## src/rtl/assert_macros.svh

```systemverilog
// concurrent assertion helpers
`ifndef ASSERT_MACROS_SVH
`define ASSERT_MACROS_SVH

`ifndef ASSERT_OFF
`define ASSERT_PROP(lbl, prop, msg) \
  lbl: assert property (@(posedge clk_i) disable iff (!rst_ni) (prop)) else $error(msg);
`define ASSERT_ALWAYS(lbl, expr, msg) \
  lbl: assert property (@(posedge clk_i) (expr)) else $error(msg);
`else
`define ASSERT_PROP(lbl, prop, msg)
`define ASSERT_ALWAYS(lbl, expr, msg)
`endif

`endif

```

## src/rtl/pctc_fifo.sv

```systemverilog
`timescale 1ns / 1ps

module pctc_fifo #(
  parameter int WIDTH = 8,
  parameter int DEPTH = 4
) (
  input  logic                       clk_i,
  input  logic                       rst_ni,
  input  logic                       push_i,
  input  logic [WIDTH-1:0]           data_i,
  input  logic                       pop_i,
  output logic [WIDTH-1:0]           data_o,
  output logic                       full_o,
  output logic                       empty_o,
  output logic [$clog2(DEPTH+1)-1:0] count_o
);

  localparam int PTR_W = (DEPTH > 1) ? $clog2(DEPTH) : 1;
  localparam int CNT_W = $clog2(DEPTH+1);

  logic [WIDTH-1:0] slots_q [DEPTH];
  logic [PTR_W-1:0] wr_ptr_q, wr_ptr_d;
  logic [PTR_W-1:0] rd_ptr_q, rd_ptr_d;
  logic [CNT_W-1:0] cnt_q, cnt_d;

  assign full_o  = (cnt_q == CNT_W'(DEPTH));
  assign empty_o = (cnt_q == '0);
  assign count_o = cnt_q;
  assign data_o  = slots_q[rd_ptr_q];

  always_comb begin
    wr_ptr_d = wr_ptr_q;
    rd_ptr_d = rd_ptr_q;
    cnt_d    = cnt_q;
    if (push_i) begin
      wr_ptr_d = (wr_ptr_q == PTR_W'(DEPTH-1)) ? '0 : wr_ptr_q + 1'b1;
    end
    if (pop_i) begin
      rd_ptr_d = (rd_ptr_q == PTR_W'(DEPTH-1)) ? '0 : rd_ptr_q + 1'b1;
    end
    if (push_i && !pop_i) begin
      cnt_d = cnt_q + 1'b1;
    end else if (pop_i && !push_i) begin
      cnt_d = cnt_q - 1'b1;
    end
  end

  always_ff @(posedge clk_i or negedge rst_ni) begin
    if (!rst_ni) begin
      wr_ptr_q <= '0;
      rd_ptr_q <= '0;
      cnt_q    <= '0;
    end else begin
      wr_ptr_q <= wr_ptr_d;
      rd_ptr_q <= rd_ptr_d;
      cnt_q    <= cnt_d;
    end
  end

  always_ff @(posedge clk_i) begin
    if (push_i) begin
      slots_q[wr_ptr_q] <= data_i;
    end
  end

endmodule

```

## config.mk

```make
export PLATFORM = sky130hd
export DESIGN_NAME = pctc_fifo
export DESIGN_NICKNAME = d
export VERILOG_FILES = /design/src/rtl/assert_macros.svh /design/src/rtl/pctc_fifo.sv
export SDC_FILE = /design/constraint.sdc
export NUM_CORES = 1
export LEC_CHECK = 0
export ABC_AREA = 0
export BUFFER_PORTS_ARGS = -buffer_cell sky130_fd_sc_hd__clkbuf_2
export CORE_ASPECT_RATIO = 2
export CORE_MARGIN = 10
export CORE_UTILIZATION = 35
export DETAILED_ROUTE_END_ITERATION = 12
export GPL_TIMING_DRIVEN = 1
export PLACE_DENSITY_LB_ADDON = 0.25
export SLEW_MARGIN = 10
export SYNTH_ARGS = -nofsm -noshare
export SYNTH_HDL_FRONTEND = slang
export SYNTH_SLANG_ARGS = --single-unit
```

## constraint.sdc

```tcl
create_clock -name clk_i -period 1.6 [get_ports clk_i]
set_input_delay 0.08 -clock clk_i [delete_from_list [all_inputs] [get_ports clk_i]]
set_output_delay 0.08 -clock clk_i [all_outputs]
set_load 0.03 [all_outputs]
```

==> out/summary.md <==
The number of instances in the synthesized netlist was 79; the clock sink count was 39. The final core utilization is 45.4%, and the last weighted congestion value of the routability-driven placer is 0.648. STA classifies the critical path endpoint as a primary output. The first TritonRoute pass finished after 4 iterations.

Once placement completed, the tool counted placed cells totaling 160. In the final routed layout, each cell accounts on average for 15.2 microns. In this run the worst path has a maximum fanout of 8.

Minimum period implied by the final worst setup slack: 1.59 ns. The logs give 2590 microns for the wire length after detailed routing and 4210 microns for the wire length of the first global-routing pass. The share of the synthesized area in the top cell type works out to 61.2%.

For this design the total switching power over the nets is 1280 uW. The cell taking the most area after synthesis is edfxtp_1. Root buffer cell: clkbuf_8.

The die is 115 microns tall. The total nets after synthesis was 98; the final cycle utilization of the critical path was 99.2%. Final cell count without fillers: 170. Entering global routing, the biggest net connects 12 pins.

Cell family contributing the most delay on the critical path: multiplexers. The detailed-route DRC error count came out at 0. In this run the static leakage power is 0.000753 uW.

The mapped netlist covers 1570 sq um. The logs give 134 for the number of nets at the end of the flow and 884 for the via count of the first global-routing pass. Each instance of the synthesized netlist takes up on average 19.9 sq um.

On the final layout, the worst hold slack is 0.0148 ns. The completed layout was analyzed and its total power is 3750 uW. The logs give 1.52 ns for the required arrival time at the worst endpoint and 7.46% for the global router's overall resource usage. After legalization and detailed placement, the total HPWL measured 1930 microns.

Of the total power, the share spent switching nets is 34.3%. The power density over the cells was 1900 nW/um^2. The post-route standard cell area excluding fillers was 1970 sq um; the width of the die was 67.4 microns.

Ranked by total cell area, the synthesized netlist is headed by edfxtp_1 (61%), mux4_2 (11%), dfrtp_1 (11%). The layout overhead on the synthesized area was 25.4%; the core area was 4340 sq um. For the number of setup violations in the final report, the log shows 0. The number of buffers inserted by port buffering is 24. The path type of the worst setup path was flop to primary output.

The most used flip-flop cell after synthesis is edfxtp_1. In the routed layout, each cell is associated on average with a via count of 4.75. Number of hold-slack violations in the final timing report: 0. The share of layout cells above drive strength 1 was 39.7%; the data arrival at the endpoint of the critical path was 1.51 ns.

After synthesis, the share of flip-flops with an asynchronous set or reset is 17.9%. The logs give 18 for the number of library cell types mapped by synthesis and 0 for the antenna violation net count after detailed routing. The initial core utilization is 36.2%, and the relative contribution of sequential cells to total power is 40.0%. In the layout the commonest cells are edfxtp_1 (32), clkbuf_2 (16), mux4_2 (8), buf_8 (8), dfrtp_1 (7).

The largest single stage delay on the critical path is 0.52 ns. Max-cap violations in this run came to 0. The clock network burns 16.1% of the power. Setup repair after global routing could not meet its margin everywhere.

Among all stages on the critical path, the largest delay is contributed by mux4_2. The longest clock path from root to sink contains 2 buffers. The routed layout has 808 vias. The total overflow left after global routing is 0.

Yosys printed 0 warnings. For this design the top-level I/O count stands at 25. The number of enable flip-flop cells after synthesis was 32; the number of antenna violations at the first check in global routing was 0. The clock reaches the later pin of the worst-skew pair after 0.28 ns.

The number of rows created at floorplan is 34, and the count of antenna diodes in the layout is 0. The clock input transition at the sequential cells of the worst setup and hold paths is 0.07 ns. CTS built an H-tree with a depth of 2. STA classifies the critical path startpoint as a flop. Static timing analysis puts the maximum clock frequency at 630 MHz.

The number of buffers and inverters on the critical path is 2, and the post-synthesis sequential element count is 39. The share of the Yosys chip area taken by registers is 72.4%. The combinational share of power is 43.9%, and the worst voltage drop across the vdd grid is 1320 uV.

The clock tree skew after final layout is 0.00377 ns, and the final-report max-slew violation count is 0. The die covers 7730 sq um. For the pin with the worst max-slew slack, the measured transition is 0.444 ns. The run gives 70.4% as the remaining max-slew budget at the tightest pin. The run finished with clean final reports. The signal on the critical path passes through buf_12 > mux4_2 > buf_8. Internal power comes to 2460 uW. Summing all placed instances gives a cell area of 1790 sq um. The library cell used most frequently in the layout, excluding fill and tap cells, is edfxtp_1. Class of the worst hold path: input pin to flop.

Clock tree synthesis inserted a total of 5 buffers. TritonCTS built the clock tree. The first routing iteration left 8 violations.
Yosys cell counts, types with 2 or more instances:
cell type	instances
mux2_2	3
mux4_2	8
nor2_1	2
and2_1	4
o21ai_0	2
dfrtp_1	7
xor2_1	2
inv_1	5
edfxtp_1	32
ha_1	6
metrics by stage:
step | TNS, ns | setup slack (ns)
2_1_floorplan | 0 | 0.148
3_3_place_gp | 0 | 0.252
3_5_place_dp | 0 | 0.208
4_1_cts | -0.0162 | -0.00435
5_1_grt | -0.286 | -0.0424
6_report | 0 | 0.0128
path summary, 6_finish.rpt:
path                                         startpoint                       to  slack [ns]  depth (start not counted)
worst max-delay path            rd_ptr_q[0]$_DFFE_PN0P_                data_o[4]        0.01                          3
max in group asynchronous                        rst_ni  wr_ptr_q[1]$_DFFE_PN0P_        1.24                          2
min in group asynchronous                        rst_ni  rd_ptr_q[1]$_DFFE_PN0P_        0.18                          2
worst min register to register   count_o[2]$_DFFE_PN0P_   count_o[2]$_DFFE_PN0P_        0.53                          1
worst min-delay path                          data_i[4]  slots_q[1][4]$_DFFE_PP_        0.01                          1
worst max register to register   count_o[0]$_DFFE_PN0P_   count_o[2]$_DFFE_PN0P_        0.20                          4
worst register-to-register path, cell delays in order, from the launching register on:
cell     delay (ns)
dfrtp_1        0.45
fa_1           0.46
xor2_1         0.15
nor2_1         0.11
xor2_1         0.16
metal layers:
metal  vias to the layer above  wire, microns  GRT usage, %
li1                        371              -             -
met1                       409            880          6.98
met2                        21           1460          12.8
met3                         7            155          2.45
met4                         0             94          5.37
met5                         -              0             0
kinds of logic (layout without fill, tap and decap cells):
| group | count (synthesis) | count (layout) | share of synthesized area, % |
|---|---|---|---|
| and+or+nand+nor | 10 | 10 | 3.43 |
| buffers and inverters | 7 | 44 | 2.23 |
| DFF | 39 | 39 | 72.4 |
| AOI/OAI and AO/OA | 2 | 2 | 0.637 |
| xor gates and xnor gates | 3 | 3 | 1.67 |
| adders and majority gates | 7 | 7 | 6.06 |
| muxes | 11 | 11 | 13.6 |
power groups by stage:
stage	sequential, uW	combinational, uW	clock, uW
floorplan	1530	932	0
global placement	1510	1320	0
detailed placement	1530	1360	0
CTS	1500	1600	626
global route	1540	1770	659
finish	1500	1650	603
registers in the layout, indices dropped and copies added (netlist names):
name / flops
slots_q: 32
count_o: 3
rd_ptr_q: 2
wr_ptr_q: 2
timing repair:
action                                  4_1_cts  5_1_grt
resized for setup                            16        8
hold buffers                                  1        0
endpoints found under the hold margin         7        0
setup buffers                                 1        0
endpoints found under the setup margin        8        8
area by class of cell:
type / count / area, sq um
multi-input combinational: 33 / 399
tap: 54 / 67.6
clock buffer: 8 / 80.1
timing repair buffer: 31 / 268
sequential: 39 / 1140
fill: 411 / 2370
inverter: 5 / 18.8
(Power assumes the default switching activity.)
