**config.mk**
```make
export PLATFORM = sky130hd
export DESIGN_NAME = pctc_front
export DESIGN_NICKNAME = d
export VERILOG_FILES = /design/src/rtl/assert_macros.svh /design/src/rtl/pctc_pkg.sv /design/src/rtl/pctc_front.sv
export SDC_FILE = /design/constraint.sdc
export NUM_CORES = 1
export LEC_CHECK = 0
export BUFFER_PORTS_ARGS = -buffer_cell sky130_fd_sc_hd__clkbuf_2
export CAP_MARGIN = 40
export CORE_MARGIN = 2
export CORE_UTILIZATION = 38
export DETAILED_ROUTE_END_ITERATION = 7
export GPL_ROUTABILITY_DRIVEN = 0
export PLACE_DENSITY = 0.62
export SLEW_MARGIN = 10
export SYNTH_ARGS = -nofsm -noshare
export SYNTH_HDL_FRONTEND = slang
export SYNTH_SLANG_ARGS = --single-unit
```
**constraint.sdc**
```tcl
create_clock -name clk_i -period 6.3 [get_ports clk_i]
set_input_delay 1.26 -clock clk_i [delete_from_list [all_inputs] [get_ports clk_i]]
set_output_delay 1.26 -clock clk_i [all_outputs]
set_load 0.01 [all_outputs]
```
**src/rtl/assert_macros.svh**
```systemverilog
// concurrent assertion helpers
`ifndef ASSERT_MACROS_SVH
`define ASSERT_MACROS_SVH

`ifndef ASSERT_OFF
`define ASSERT_PROP(lbl, prop, msg) \
  lbl: assert property (@(posedge clk_i) disable iff (!rst_ni) (prop)) else $error(msg);
`define ASSERT_ALWAYS(lbl, expr, msg) \
  lbl: assert property (@(posedge clk_i) (expr)) else $error(msg);
`else
`define ASSERT_PROP(lbl, prop, msg)
`define ASSERT_ALWAYS(lbl, expr, msg)
`endif

`endif

```
**src/rtl/pctc_pkg.sv**
```systemverilog
`timescale 1ns / 1ps

package pctc_pkg;

  localparam int DEF_MAX_VOCAB  = 65536;
  localparam int DEF_MAX_WINDOW = 64;
  localparam int DEF_ACC_WIDTH  = 48;

  localparam int VOCAB_REG_W  = 17;
  localparam int WINDOW_REG_W = 7;
  localparam int BLANK_W      = 16;
  localparam int LOGIT_W      = 16;
  localparam int WEIGHT_W     = 17;
  localparam int TOTAL_W      = 24;
  localparam int PROD_W       = LOGIT_W + WEIGHT_W + 1;
  localparam int WINNER_W     = 17;
  localparam int TOKEN_W      = 16;
  localparam int QUEUE_DEPTH  = 4;
  localparam int CFG_IDX_W    = 2;
  localparam int CFG_DATA_W   = 17;

  localparam logic [VOCAB_REG_W-1:0]  VOCAB_RST  = 17'h10000;
  localparam logic [WINDOW_REG_W-1:0] WINDOW_RST = 7'd4;
  localparam logic [BLANK_W-1:0]      BLANK_RST  = 16'd0;

  typedef enum logic [CFG_IDX_W-1:0] {
    REG_VOCAB_LEN     = 2'd0,
    REG_WINDOW_FRAMES = 2'd1,
    REG_BLANK_INDEX   = 2'd2
  } cfg_reg_e;

  typedef struct packed {
    logic [VOCAB_REG_W-1:0]  vocab_len;
    logic [WINDOW_REG_W-1:0] window_frames;
    logic [BLANK_W-1:0]      blank_index;
  } cfg_t;

  typedef struct packed {
    logic first_frame;
    logic elem0;
    logic close;
    logic utt_end;
    logic total_zero;
  } item_flags_t;

endpackage

```
**src/rtl/pctc_front.sv**
```systemverilog
`timescale 1ns / 1ps

module pctc_front import pctc_pkg::*; #(
  parameter int MAX_VOCAB  = DEF_MAX_VOCAB,
  parameter int MAX_WINDOW = DEF_MAX_WINDOW
) (
  input  logic                         clk_i,
  input  logic                         rst_ni,
  input  cfg_t                         cfg_i,
  input  logic                         in_valid_i,
  output logic                         in_ready_o,
  input  logic signed [LOGIT_W-1:0]    logit_i,
  input  logic [WEIGHT_W-1:0]          weight_i,
  input  logic                         utterance_end_i,
  input  logic                         q_full_i,
  output logic                         push_o,
  output logic [$clog2(MAX_VOCAB)-1:0] idx_o,
  output logic signed [LOGIT_W-1:0]    logit_o,
  output logic [WEIGHT_W-1:0]          weight_o,
  output item_flags_t                  flags_o
);

  localparam int IDX_W = $clog2(MAX_VOCAB);
  localparam int VCW   = $clog2(MAX_VOCAB+1);
  localparam int VW    = (VCW > VOCAB_REG_W) ? VCW : VOCAB_REG_W;
  localparam int WCW   = $clog2(MAX_WINDOW+1);
  localparam int WW    = (WCW > WINDOW_REG_W) ? WCW : WINDOW_REG_W;
  localparam int FIW   = (MAX_WINDOW > 1) ? $clog2(MAX_WINDOW) : 1;

  logic [IDX_W-1:0]    elem_q, elem_d;
  logic [FIW-1:0]      fiw_q, fiw_d;
  logic [WEIGHT_W-1:0] fw_q, fw_d;
  logic [TOTAL_W-1:0]  total_q, total_d;

  logic [VW-1:0]       vsz, veff;
  logic [WW-1:0]       wsz, weff;
  logic                elem0, first_frame, last_elem, last_frame, close;
  logic [TOTAL_W:0]    total_sum;

  assign in_ready_o = !q_full_i;
  assign push_o     = in_valid_i && in_ready_o;

  // effective sizes: zero acts as one, clamp to the built maximum
  assign vsz  = VW'(cfg_i.vocab_len);
  assign veff = (vsz == '0) ? VW'(1) : ((vsz > VW'(MAX_VOCAB)) ? VW'(MAX_VOCAB) : vsz);
  assign wsz  = WW'(cfg_i.window_frames);
  assign weff = (wsz == '0) ? WW'(1) : ((wsz > WW'(MAX_WINDOW)) ? WW'(MAX_WINDOW) : wsz);

  assign elem0       = (elem_q == '0);
  assign first_frame = (fiw_q == '0);
  assign last_elem   = (VW'(elem_q) + VW'(1)) >= veff;
  assign last_frame  = (WW'(fiw_q) + WW'(1)) >= weff;
  assign close       = utterance_end_i || (last_elem && last_frame);
  assign total_sum   = {1'b0, total_q} + (TOTAL_W+1)'(weight_i);

  always_comb begin
    fw_d    = fw_q;
    total_d = total_q;
    elem_d  = elem_q;
    fiw_d   = fiw_q;
    if (elem0) begin
      fw_d = weight_i;
      if (first_frame) begin
        total_d = TOTAL_W'(weight_i);
      end else begin
        total_d = total_sum[TOTAL_W] ? '1 : total_sum[TOTAL_W-1:0];
      end
    end
    if (last_elem || utterance_end_i) begin
      elem_d = '0;
      fiw_d  = close ? '0 : fiw_q + 1'b1;
    end else begin
      elem_d = elem_q + 1'b1;
    end
  end

  always_ff @(posedge clk_i or negedge rst_ni) begin
    if (!rst_ni) begin
      elem_q  <= '0;
      fiw_q   <= '0;
      fw_q    <= '0;
      total_q <= '0;
    end else if (push_o) begin
      elem_q  <= elem_d;
      fiw_q   <= fiw_d;
      fw_q    <= fw_d;
      total_q <= total_d;
    end
  end

  assign idx_o               = elem_q;
  assign logit_o             = logit_i;
  assign weight_o            = fw_d;
  assign flags_o.first_frame = first_frame;
  assign flags_o.elem0       = elem0;
  assign flags_o.close       = close;
  assign flags_o.utt_end     = utterance_end_i;
  assign flags_o.total_zero  = (total_d == '0);

endmodule

```
==> results of run 1 <==
## cell families (layout without fill, tap and decap cells)
kind of cell               Yosys count  in the layout  synth area share
and+or+nand+nor                    331            331             0.275
xor gates and xnor gates            30             30            0.0484
adders and majority gates           46             46             0.107
AOI/OAI and AO/OA                  171            171             0.210
DFF                                 63             63             0.290
buffers and inverters               66            128            0.0624
muxes                                3              3           0.00691
## final cells by class
| class | instances | area (sq um) |
|---|---|---|
| clock buffer | 13 | 260 |
| clock inverter | 3 | 65.1 |
| fill | 1426 | 7730 |
| inverter | 19 | 71.3 |
| multi-input combinational | 581 | 3520 |
| sequential | 63 | 1580 |
| tap | 180 | 225 |
| timing repair buffer | 93 | 493 |
## power groups by stage
stage | combinational (W) | clock, W | sequential, W
floorplan | 0.000981 | 0 | 0.000598
global placement | 0.00128 | 0 | 0.000626
detailed placement | 0.00130 | 0 | 0.000628
CTS | 0.00131 | 0.000556 | 0.000622
global route | 0.00148 | 0.000574 | 0.000642
finish | 0.00131 | 0.000546 | 0.000623
## worst register-to-register path, stage by stage, from the launching register on
cell,delay (ns)
dfrtp_1,0.47
and3_1,0.23
and3_1,0.25
nand3_1,0.13
nor2_1,0.19
and3_1,0.26
nand3_1,0.15
xnor2_1,0.17
ha_1,0.30
nand3_1,0.11
o21ai_0,0.26
nor2_1,0.08
a21oi_1,0.40
nand2_1,0.32
or2_2,0.37
o21ai_0,0.14
## sequential cells by signal, summed over array words and instances (netlist names)
register / cells
total_q: 24
fw_q: 17
idx_o: 16
fiw_q: 6
## stage by stage
step                      hold WS (ns)  instance area, sq um
after global placement           0.456                  5870
after floorplan                  0.446                  5430
after CTS                        0.476                  6210
final                            0.472                  6210
after global routing             0.498                  6210
after detailed placement         0.462                  5880
## per-layer routing
metal | vias up | part of all wire | GRT usage
met3 | 27 | 0.037 | 0.0295
met2 | 111 | 0.43 | 0.298
met5 | - | 0 | 0
met4 | 0 | 0.021 | 0.0682
met1 | 2387 | 0.51 | 0.313
li1 | 2613 | - | -
## cell usage after synthesis, types with 2 or more instances
cell type and number:
xor2_1 13, a22o_1 2, buf_4 21, nand3_1 19, o221ai_1 2, dfrtp_1 63, and3_1 6, o22ai_1 3
o21ai_1 9, a21o_1 11, nor3_1 9, ha_1 45, inv_1 18, a31oi_1 9, nor2_1 32, o31ai_1 9
nand4_1 14, nand2_1 202, a2111o_1 2, nor4_1 11, nand2b_1 13, a211oi_1 6, mux2_2 2, a21oi_1 30
xnor2_1 17, and2_1 3, a311oi_1 2, clkbuf_1 17, buf_2 4, o31ai_2 2, or3_1 4, buf_1 4
o21a_1 6, or4_1 2, o211ai_1 2, o21ai_0 54, nor2b_1 4
## how the worst max path moves through the flow
stage                  to         from  cells after the start  slack, ns
6_report       flags_o[0]  weight_i[7]                     12       0.78
5_1_grt        flags_o[0]  weight_i[7]                     12       0.59
4_1_cts        flags_o[0]  weight_i[7]                     12       0.81
3_5_place_dp   flags_o[0]  weight_i[0]                     14       0.82
3_3_place_gp   flags_o[0]  weight_i[7]                     12       0.79
2_1_floorplan  flags_o[0]  weight_i[0]                     12       1.38
==> results.sh, run 1 <==
export IMPL_status="completed"
export IMPL_syn_to_final_growth_pct=14.3
export IMPL_netlist_area_sq_um=5430
export IMPL_cts_tree="yes"
export IMPL_p_int_w=0.00139
export IMPL_path_max_fanout=14
export IMPL_cts_sinks=63
export IMPL_die_h_um=124
export IMPL_fin_crit_sh=0.876
export IMPL_whs_endpoint="fw_q[12]"
export IMPL_r2r_start="idx_o[4]"
export IMPL_async_flop_share=1.00
export IMPL_yosysTopAreaCell="dfrtp_1"
export IMPL_grt_usage=0.206
export IMPL_io_pins=134
export IMPL_instances_no_fill=952
export IMPL_cp_common_cell="clkbuf_2"
export IMPL_via_per_inst=5.40
export IMPL_antenna_left=0
export IMPL_synth_warnings=0
export IMPL_grt_pass1_vias=4814
export IMPL_netSwitchingPower_w=0.00109
export IMPL_route_vias_total=5138
export IMPL_holdBufCountCts=0
export IMPL_critPathMaxStageDelay_ns=0.46
export IMPL_final_common_cell="nand2_1"
export IMPL_path_cells="clkbuf_2 > ha_1 > a21oi_1 > nand2_1 > o21ai_1 > o31a_4 > nand2_4 > o41a_1 > nor4_2 > nand4_1 > nor2_1 > clkbuf_2"
export IMPL_ctsResizeCount=0
export IMPL_dieArea_sq_um=15300
export IMPL_pre_cts_ws_ns=0.821
export IMPL_crit_path_start_kind="input pin"
export IMPL_power_density_nw_per_um2=399
export IMPL_critPathTopFamily="compound AO/OA/AOI/OAI gates"
export IMPL_start_util=0.390
export IMPL_drc=0
export IMPL_clkPwrFrac=0.220
export IMPL_hold_viol=0
export IMPL_syn_nets=834
export IMPL_synth_top_area_frac=0.290
export IMPL_root_buffer="clkbuf_16"
export IMPL_swShare=0.438
export IMPL_p_leak_nw=3.03
export IMPL_slowest_stage="o41a_1"
export IMPL_synth_edf_count=0
export IMPL_layout_setup_ws_ns=0.779
export IMPL_grt_antenna_before_repair=0
export IMPL_dp_cells=936
export IMPL_timing_final_max_slew_violations=0
export IMPL_drive_gt1_frac=0.168
export IMPL_critical_path_class="in2out"
export IMPL_reg2regPathDepth=15
export IMPL_grt_start_max_net_pins=64
export IMPL_hold_depth=2
export IMPL_crit_buf_inv=2
export IMPL_ys_flop_type="dfrtp_1"
export IMPL_reg2reg_to="fiw_q[2]"
export IMPL_crit_required_ns=5.04
export IMPL_cts_setup_buffers=0
export IMPL_relSlewSlack=0.439
export IMPL_r2r_slack_ns=2.40
export IMPL_arrival_ns=4.26
export IMPL_post_route_util=0.445
export IMPL_placementRows=43
export IMPL_numCtsBuffers=9
export IMPL_clkLatencyLatePin_ns=0.33
export IMPL_overflow=0
export IMPL_io_buffers=85
export IMPL_tightestPinTransition_ns=0.841
export IMPL_htreeDepth=3
export IMPL_setup_tns_ns=0
export IMPL_cap_viol_max_count=0
export IMPL_hpwl_um=11100
export IMPL_diodes=0
export IMPL_yosys_top_cells_area="dfrtp_1, nand2_1, ha_1"
export IMPL_holdCritStartpoint="fw_q[12]"
export IMPL_ys_seq_area_frac=0.290
export IMPL_cts_buffer_depth=2
export IMPL_layout_common_cells="nand2_1, clkbuf_2, dfrtp_1, o21ai_0, ha_1"
export IMPL_drt_first_pass_iters=4
export IMPL_comb_power_share=0.529
export IMPL_report_power_total_w=0.00248
export IMPL_wl_per_cell_um=15.7
export IMPL_ir_drop_mv=0.218
export IMPL_ys_ff_latch=63
export IMPL_dr_first_iter_drc_count=302
export IMPL_fp_dieW_um=124
export IMPL_path_clk_slew_ns=0.05
export IMPL_hold_class="reg2reg"
export IMPL_skew_ns=0.00606
export IMPL_setup_viol=0
export IMPL_period_minus_slack_ns=5.52
export IMPL_end_kind="output pin"
export IMPL_ys_types=75
export IMPL_grt_pass1_wl_um=24700
export IMPL_rsz0062_at_grt="no"
export IMPL_fmax_ghz=0.181
export IMPL_wl_um=14900
export IMPL_fin_nets=891
export IMPL_synth_avg_cell_area_sq_um=7.65
export IMPL_core_sq_um=13900
export IMPL_sequentialPowerShare=0.251
export IMPL_syn_inst=710
(Power assumes the default switching activity.)
==> inputs of run 2 (changes only) <==
==> constraint.sdc (replaced) <==
create_clock -name clk_i -period 6.3 [get_ports clk_i]
set_input_delay 1.26 -clock clk_i [delete_from_list [all_inputs] [get_ports clk_i]]
set_output_delay 1.26 -clock clk_i [all_outputs]
set_load 0.1 [all_outputs]
==> results.sh, run 2 (synthesis results as in run 1) <==
export IMPL_status="completed"
export IMPL_r2r_start="idx_o[2]"
export IMPL_startpoint="weight_i[7]"
export IMPL_grt_pass1_wl_um=24600
export IMPL_fin_crit_sh=0.910
export IMPL_critPathTopFamily="compound AO/OA/AOI/OAI gates"
export IMPL_antenna_left=0
export IMPL_diodes=0
export IMPL_fp_dieW_um=124
export IMPL_cts_buffer_depth=2
export IMPL_path_cells="clkbuf_2 > ha_1 > a21oi_1 > nand2_1 > o21ai_1 > o31a_4 > nand2_4 > o41a_1 > nor4_2 > nand4_1 > nor2_1 > buf_4"
export IMPL_drc=0
export IMPL_holdBufCountCts=0
export IMPL_core_sq_um=13900
export IMPL_power_density_nw_per_um2=483
export IMPL_layout_setup_ws_ns=0.565
export IMPL_crit_required_ns=5.04
export IMPL_rsz0062_at_grt="no"
export IMPL_wl_per_cell_um=15.8
export IMPL_syn_to_final_growth_pct=13.5
export IMPL_fin_nets=891
export IMPL_path_clk_slew_ns=0.06
export IMPL_grt_antenna_before_repair=0
export IMPL_skew_ns=0.0112
export IMPL_hold_class="reg2reg"
export IMPL_ir_drop_mv=0.311
export IMPL_numCtsBuffers=9
export IMPL_tightestPinTransition_ns=0.847
export IMPL_crit_path_start_kind="input pin"
export IMPL_drt_first_pass_iters=5
export IMPL_wl_um=15100
export IMPL_p_leak_nw=3.01
export IMPL_crit_path_end="flags_o[0]"
export IMPL_hpwl_um=11100
export IMPL_critical_path_class="in2out"
export IMPL_path_max_fanout=14
export IMPL_start_util=0.390
export IMPL_overflow=0
export IMPL_io_buffers=85
export IMPL_arrival_ns=4.48
export IMPL_htreeDepth=3
export IMPL_die_h_um=124
export IMPL_timing_final_max_slew_violations=0
export IMPL_grt_pass1_vias=4763
export IMPL_crit_buf_inv=2
export IMPL_period_minus_slack_ns=5.74
export IMPL_grt_start_max_net_pins=64
export IMPL_dr_first_iter_drc_count=357
export IMPL_layout_common_cells="nand2_1, clkbuf_2, dfrtp_1, o21ai_0, ha_1"
export IMPL_placementRows=43
export IMPL_root_buffer="clkbuf_16"
export IMPL_pre_cts_ws_ns=0.634
export IMPL_largest_register="total_q"
export IMPL_reg2reg_to="fiw_q[0]"
export IMPL_grt_usage=0.207
export IMPL_largest_reg_flops=24
export IMPL_critPathMaxStageDelay_ns=0.47
export IMPL_hold_viol=0
export IMPL_io_pins=134
export IMPL_num_fill_cells=1421
export IMPL_route_vias_total=5129
export IMPL_setup_tns_ns=0
export IMPL_final_common_cell="nand2_1"
export IMPL_via_per_inst=5.40
export IMPL_drive_gt1_frac=0.169
export IMPL_setup_viol=0
export IMPL_fmax_ghz=0.174
export IMPL_slowest_stage="o41a_1"
export IMPL_cts_tree="yes"
export IMPL_cap_viol_max_count=0
export IMPL_clkLatencyLatePin_ns=0.34
export IMPL_crit_cells=12
export IMPL_r2r_slack_ns=2.48
export IMPL_relSlewSlack=0.435
export IMPL_cts_setup_buffers=0
export IMPL_dieArea_sq_um=15300
export IMPL_end_kind="output pin"
export IMPL_ctsResizeCount=0
export IMPL_reg2regPathDepth=15
export IMPL_cts_sinks=63
-- run 2: how the worst min path moves through the flow --
stage | endpoint | depth (start not counted) | slack, ns | start
final | fw_q[10] | 2 | 0.47 | fw_q[10]
after global routing | fw_q[16] | 2 | 0.50 | fw_q[16]
after CTS | fw_q[13] | 2 | 0.48 | fw_q[13]
after detailed placement | fw_q[13] | 2 | 0.46 | fw_q[13]
after global placement | fw_q[13] | 2 | 0.46 | fw_q[13]
after floorplan | fw_q[0] | 2 | 0.45 | fw_q[0]
-- run 2: worst min-delay path, stage by stage, from the launching register on --
cell and delay (ns):
dfrtp_1 0.34, nand2_1 0.05, nand2_1 0.05
-- run 2: final cells by class --
class / count / area [sq um] / area share
sequential: 63 / 1580 / 0.256
multi-input combinational: 581 / 3520 / 0.570
tap: 180 / 225 / 0.0365
clock inverter: 4 / 47.5 / 0.00771
clock buffer: 10 / 239 / 0.0388
timing repair buffer: 93 / 488 / 0.0792
inverter: 19 / 71.3 / 0.0116
-- run 2: where the power goes --
| group | total [W] | switching, W | internal (W) | leakage, nW |
|---|---|---|---|---|
| clock | 0.000494 | 0.000184 | 0.000311 | 0.140 |
| sequential | 0.000626 | 0.000105 | 0.000521 | 0.830 |
| combinational | 0.00185 | 0.00136 | 0.000497 | 2.04 |
| total | 0.00297 | 0.00165 | 0.00133 | 3.01 |
-- run 2: through the flow --
| step | area, sq um | total power (W) | hold WS [ns] | utilization | std cells |
|---|---|---|---|---|---|
| 2_1_floorplan | 5430 | 0.00216 | 0.446 | - | 710 |
| 3_3_place_gp | 5880 | 0.00246 | 0.456 | 0.422 | 936 |
| 3_5_place_dp | 5880 | 0.00247 | 0.463 | 0.422 | 936 |
| 4_1_cts | 6160 | 0.00297 | 0.476 | 0.442 | 950 |
| 5_1_grt | 6160 | 0.00318 | 0.496 | 0.442 | 950 |
| 6_report | 6160 | 0.00297 | 0.473 | 0.442 | 950 |
-- run 2: layer usage --
metal	part of all wire	track usage
met4	0.016	0.0589
met1	0.51	0.315
met3	0.050	0.0277
met5	0	0
met2	0.43	0.303
